**src/sv/socc_pkg.sv**
```systemverilog
// Shared types and constants for the segment/obstacle collision checker.
// No dependencies; imported by socc_cell and the top level.
package socc_pkg;

    // Widths sized for the largest sample count (64) the block supports.
    localparam int CW   = 14;         // raw coordinate width
    localparam int PW   = 22;         // scaled coordinate / difference width
    localparam int SQW  = 2 * PW;     // one squared difference
    localparam int TW   = 16;         // scaled threshold width
    localparam int T2W  = 2 * TW;     // squared threshold width
    localparam int SIW  = 6;          // sample index width
    localparam int OIW  = 4;          // reported obstacle index width

    localparam logic OP_LOAD  = 1'b0;
    localparam logic OP_QUERY = 1'b1;

    localparam logic [1:0] CFG_BODY_RADIUS    = 2'd0;
    localparam logic [1:0] CFG_MARGIN         = 2'd1;
    localparam logic [1:0] CFG_OBSTACLE_COUNT = 2'd2;

    // One sample point travelling down the cell chain.
    typedef struct packed {
        logic                 valid;
        logic signed [PW-1:0] px;
        logic signed [PW-1:0] py;
        logic [SIW-1:0]       sidx;
        logic                 hit;
        logic [OIW-1:0]       hobs;
    } smp_t;

    // Obstacle table write, broadcast to all cells.
    typedef struct packed {
        logic                 en;
        logic [OIW-1:0]       idx;
        logic signed [CW-1:0] x;
        logic signed [CW-1:0] y;
    } load_t;

endpackage

```
**src/sv/socc_cell.sv**
```systemverilog
// One chain cell: holds one scaled obstacle centre and tests each passing sample.
// Depends on socc_pkg.
module socc_cell
    import socc_pkg::*;
#(
    parameter int IDX     = 0,
    parameter int SAMPLES = 60
)
(
    input  logic           clk,
    input  logic           rst_n,
    input  load_t          load,
    input  logic [4:0]     count,
    input  logic [T2W-1:0] thr2,
    input  smp_t           smp_in,
    output smp_t           smp_out
);

    logic signed [PW-1:0] cx_reg;
    logic signed [PW-1:0] cy_reg;
    smp_t                 s1_reg;
    logic [SQW-1:0]       sqx_reg;
    logic [SQW-1:0]       sqy_reg;
    smp_t                 out_reg;

    logic signed [PW-1:0]  ex;
    logic signed [PW-1:0]  ey;
    logic signed [SQW-1:0] sqx_s;
    logic signed [SQW-1:0] sqy_s;
    logic [SQW-1:0]        sqx_next;
    logic [SQW-1:0]        sqy_next;
    logic [SQW:0]          dist2;
    logic                  in_use;
    logic                  close;
    smp_t                  out_next;

    // Centre stored pre-scaled by the sample count; undefined until loaded.
    always_ff @(posedge clk)
    begin
        if (load.en && (int'(load.idx) == IDX))
        begin
            cx_reg <= PW'(load.x) * PW'(SAMPLES);
            cy_reg <= PW'(load.y) * PW'(SAMPLES);
        end
    end

    always_comb
    begin
        ex       = cx_reg - smp_in.px;
        ey       = cy_reg - smp_in.py;
        // full-width products, never negative
        sqx_s    = ex * ex;
        sqy_s    = ey * ey;
        sqx_next = $unsigned(sqx_s);
        sqy_next = $unsigned(sqy_s);
    end

    always_comb
    begin
        in_use   = IDX < int'(count);
        dist2    = {1'b0, sqx_reg} + {1'b0, sqy_reg};
        close    = dist2 <= (SQW + 1)'(thr2);
        out_next = s1_reg;
        // first hit along the chain wins: lower obstacle index first
        if (!s1_reg.hit && in_use && close)
        begin
            out_next.hit  = 1'b1;
            out_next.hobs = OIW'(IDX);
        end
    end

    always_ff @(posedge clk or negedge rst_n)
    begin
        if (!rst_n)
        begin
            s1_reg  <= '0;
            out_reg <= '0;
        end
        else
        begin
            s1_reg  <= smp_in;
            out_reg <= out_next;
        end
    end

    always_ff @(posedge clk)
    begin
        sqx_reg <= sqx_next;
        sqy_reg <= sqy_next;
    end

    assign smp_out = out_reg;

endmodule

```
**config.mk**
```make
export PLATFORM = sky130hd
export DESIGN_NAME = socc_cell
export DESIGN_NICKNAME = d
export VERILOG_FILES = /design/src/sv/socc_pkg.sv /design/src/sv/socc_cell.sv
export SDC_FILE = /design/constraint.sdc
export NUM_CORES = 2
export LEC_CHECK = 0
export ABC_AREA = 0
export CELL_PAD_IN_SITES_DETAIL_PLACEMENT = 0
export CELL_PAD_IN_SITES_GLOBAL_PLACEMENT = 1
export CORE_MARGIN = 2
export CORE_UTILIZATION = 45
export DETAILED_ROUTE_END_ITERATION = 8
export DONT_BUFFER_PORTS = 1
export PLACE_DENSITY = 0.76
export SETUP_SLACK_MARGIN = 0.1
export SLEW_MARGIN = 20
export SYNTH_ARGS = -nofsm -noshare
export SYNTH_HDL_FRONTEND = slang
export SYNTH_SLANG_ARGS = --single-unit
```
**constraint.sdc**
```tcl
create_clock -name clk -period 8.9 [get_ports clk]
set_clock_uncertainty 0.05 [all_clocks]
set_input_delay 1.78 -clock clk [delete_from_list [all_inputs] [get_ports clk]]
set_output_delay 1.78 -clock clk [all_outputs]
set_load 0.01 [all_outputs]
```
Word level (Yosys, flattened, before mapping). Cells that the tools add are included.

Register bits: 240.

$add $sub $neg: 3. Multiply operators: 4. Magnitude comparators: 2. Mux-type cells: 1. Reductions and logical operators: 5.

Operator list (count): multiplier 22 x 22 -> 44 bit (2); adder 44 x 44 -> 45 bit (1); less-or-equal comparator 45 x 32 -> 1 bit (1); subtractor 22 bit (2); multiplier 14 x 5 -> 19 bit, second input constant (2); less-than comparator 1 x 5 -> 1 bit, first input constant (1); two-way mux 5 bit (1); logical NOT 4 bit (1); logical AND 1 bit (3); logical NOT 1 bit (1).

Depth between registers and ports, before layout.
Word-level depth: 4. Gate-level depth with buffers: 41.

Worst setup path before layout. OpenSTA, ideal clock, no wires.

Kind: input to register. Start: in smp_in[11] (netlist name). End: reg sqy_reg[43]. Data arrival time: 10.338 ns. Setup slack: -1.561 ns. Cell stages on the path: 36. Cells stage by stage: clkinv_1 clkbuf_1 ha_1 a21o_1 a21oi_2 o21bai_1 a21oi_2 o21a_1 o211ai_1 and3_1 o2111a_1 o21a_1 clkbuf_1 nor3_1 fa_1 inv_1 fa_1 fa_1 inv_1 fa_1 fa_1 fa_1 inv_1 fa_1 inv_1 ha_1 a21o_1 a21o_1 a2111oi_0 o41ai_1 a21oi_1 o31ai_2 a211oi_2 o311ai_1 a21oi_1 xnor2_1.

Cells in the longest elaborated chain, start to end: 2.

RTL lines: from (decl) (RTL line socc_cell.sv:15) `input smp_t smp_in,`; subtractor 22 bit (RTL line socc_cell.sv:50) `ey = cy_reg - smp_in.py;`; multiplier 22 x 22 -> 44 bit (RTL line socc_cell.sv:53) `sqy_s = ey * ey;`; named net sqy_next[43] (RTL line socc_cell.sv:31) `logic [SQW-1:0] sqy_next;`; to (signal assigned) (RTL line socc_cell.sv:89) `sqy_reg <= sqy_next;`; to (decl) (RTL line socc_cell.sv:23) `logic [SQW-1:0] sqy_reg;`.

The timed path passes the listed nets, and every way through them passes these cells. A chain may end at the register's enable or synchronous reset.

Worst setup path in the final report.
Start: in smp_in[35] (netlist name). End: reg sqx_reg[41].

Cells in the longest elaborated chain, start to end: 2.

RTL lines: subtractor 22 bit (RTL line socc_cell.sv:49) `ex = cx_reg - smp_in.px;`; multiplier 22 x 22 -> 44 bit (RTL line socc_cell.sv:52) `sqx_s = ex * ex;`; named net sqx_next[41] (RTL line socc_cell.sv:30) `logic [SQW-1:0] sqx_next;`; to (signal assigned) (RTL line socc_cell.sv:88) `sqx_reg <= sqx_next;`; to (decl) (RTL line socc_cell.sv:22) `logic [SQW-1:0] sqx_reg;`.

The timed path passes the listed nets, and every way through them passes these cells.

==> impl_metrics.tcl <==
set metrics [dict create \
    period_share_pct 108 \
    grtUsageMet2_pct 40.5 \
    fin_hold_ws_ps 288 \
    multi_input_area_um2 37300 \
    routed_wl_mm 126 \
    cts_tree "yes" \
    rr_startpoint "cx_reg[2]" \
    synthAdderAreaFrac_pct 54.2 \
    grt_util_met1_pct 34.0 \
    largest_register_ffs 56 \
    synth_cells 4871 \
    yosys.cell_types.count 93 \
    worstPathArrival_ps 10040 \
    num_vias 35400 \
    grt_pass1_wl_mm 205 \
    die_h_um 325 \
    rr_worst_depth 39 \
    routabilityCongestion 0.947 \
    synth_top_family_by_area "adder cells" \
    yosysWarnings 0 \
    io_pins 184 \
    slowest_stage "fa_1" \
    min_from "out_next[12]" \
    critPathLaunch "smp_in[35]" \
    syn_area_um2 46400 \
    cts_made_buffers 31 \
    maxCapViolCount 0 \
    ys_seq_elements 236 \
    track_usage_pct 24.6 \
    fin_crit_ps 9600 \
    avgSynthCellArea_um2 9.52 \
    num_rows 117 \
    rsz0062_at_grt "yes" \
    synth_compound_area_share_pct 7.94 \
    synthXorXnorAreaFrac_pct 3.72 \
    ctsLongestPathBuffers 3 \
    firstDrtPassIters 6 \
    drc 0 \
    fin_nets 7192 \
    hold_viol 0 \
    cts_root_buffer "clkbuf_16" \
    routed_via_density 5.04 \
    outcome "complete, but fails checks" \
    wl_per_cell_um 18.0 \
    ys.flop_type "dfrtp_1" \
    yosysSeqAreaShare_pct 12.2 \
    synth_nets 6429 \
    use_met3_pct 4.37 \
    final.setup.worst_slack_ps -702 \
    setup_viol 42 \
    dr.first_iter.drc_count 2104 \
    synthMuxAreaShare_pct 0.278 \
    ant_nets 0 \
    clk_pin_slew_worst_paths_ps 70 \
    endpoint_kind "flop" \
    clock-sinks 236 \
    path_class "in2reg" \
    grt-ovfl-total 0 \
    synthSimpleGateAreaFrac_pct 10.1 \
    die_area_um2 106000 \
    max_freq_mhz 104 \
    required_ps 9330 \
    busiest_layer "met2" \
    port_buffers 0 \
    die_x_um 325 \
    grt_start_max_net_pins 113 \
    seq_area_um2 5670 \
    tightest_slew_ps 972 \
    violations "setup timing" \
    endpoint "sqx_reg[41]" \
    initial_utilization_pct 45.5 \
    hold_path.class "reg2reg" \
    cts_hold_buf 0 \
    reg2reg_slack_ps -100 \
    synth-edff-count 38 \
    grt_antenna_before_repair 3 \
    syn_to_final_growth_pct 24.0 \
    finalMaxSlewViolations 0 \
    htree_levels 1 \
    crit_top_cell "fa_2" \
    rr_endpoint "sqx_reg[41]" \
    insertedDiodeCount 0 \
    dp_hpwl_mm 109 \
    async_flop_share_pct 47.5 \
    worstPathMaxFanout 5 \
    clock_latency_ps 620 \
    slowest_delay_ps 530 \
    drive_gt1_share_pct 22.8 \
    slew_headroom_pct 35.2 \
    start_kind "input port" \
    grt_pass1_vias 38400 \
    fillers 9010 \
    coreArea_um2 102000 \
]
==> kinds of logic after synthesis <==
| group | count (synthesis) |
|---|---|
| buffers and inverters | 1416 |
| and+or+nand+nor | 1029 |
| adders and majority gates | 1430 |
| muxes | 12 |
| xor gates and xnor gates | 196 |
| DFF | 236 |
| AOI/OAI and AO/OA | 551 |
| other | 1 |
==> what timing repair did <==
| item | CTS | global route |
|---|---|---|
| setup endpoints to repair | 50 | 56 |
| resized for setup | 197 | 138 |
| buffers inserted | 63 | 37 |
| pin swaps | 182 | 150 |
==> Yosys cell counts (all sizes together), types with 22 or more instances <==
master	instances	share of area (%)
or3	30	0.42
nand3	66	0.72
edfxtp	38	2.5
o211ai	22	0.37
nor2	302	2.4
nor3	114	1.3
xor2	55	1.0
and3	30	0.40
and2	34	0.46
a21oi	168	1.9
o21ai	87	0.94
clkbuf	74	0.60
nand2	354	2.9
a21o	74	1.2
o21bai	32	0.53
o21a	36	0.58
buf	39	0.42
xnor2	141	2.7
dfrtp	112	6.0
inv	1299	11
dfxtp	86	3.7
fa	967	42
ha	463	12
==> worst max-delay path: cells and delay by family <==
family,cells,cell delay [ps]
and+or+nand+nor,5,810
adders and majority gates,9,4070
xor gates and xnor gates,2,290
AOI/OAI and AO/OA,12,2300
buffers and inverters,11,760
==> worst min-delay path by stage <==
stage	slack, ps	cells after the start	to
floorplan	280	0	smp_out[10]
global placement	280	0	smp_out[44]
detailed placement	290	0	smp_out[43]
CTS	290	0	smp_out[5]
global route	290	0	smp_out[12]
finish	290	0	smp_out[12]
==> placed cells by master (no fill, tap or decap), types with 41 or more instances in the layout <==
master / n
a21o_1: 74
a21oi_1: 117
buf_4: 764
buf_6: 58
dfrtp_1: 112
dfxtp_1: 86
fa_1: 943
ha_1: 421
ha_4: 41
inv_1: 1236
inv_2: 51
nand2_1: 335
nand3_1: 60
nor2_1: 274
nor3_1: 88
o21ai_0: 63
xnor2_1: 130
xor2_1: 52
==> area by class of cell <==
cell class	count	area share (%)
flip-flops and latches	236	9.85
clock buffers	40	1.53
clock inverters	18	0.298
repair buffers	843	11.8
well taps	1368	2.98
inverters	1303	8.63
multi-input cells	3219	64.9
==> per-layer routing <==
layer / vias to the layer above / wire length (um)
li1: 16500 / -
met1: 17800 / 54900
met2: 978 / 59400
met3: 195 / 8740
met4: 2 / 3240
met5: - / 15
==> stage by stage <==
| stage | instance area, um2 | setup slack (ps) | utilization [%] | setup TNS [ps] | std cells |
|---|---|---|---|---|---|
| 2_1_floorplan | 47400 | -897 | - | -18730 | 4871 |
| 3_3_place_gp | 54400 | -1430 | 53.3 | -53980 | 6880 |
| 3_5_place_dp | 54400 | -1570 | 53.3 | -58240 | 6880 |
| 4_1_cts | 56800 | -690 | 55.6 | -14190 | 6999 |
| 5_1_grt | 57500 | -1030 | 56.4 | -30320 | 7027 |
| 6_report | 57500 | -702 | 56.4 | -16630 | 7027 |
Power is left out: the tool's default activity adds up to more than one toggle a clock period on the data nets, which glitch-free logic cannot reach.
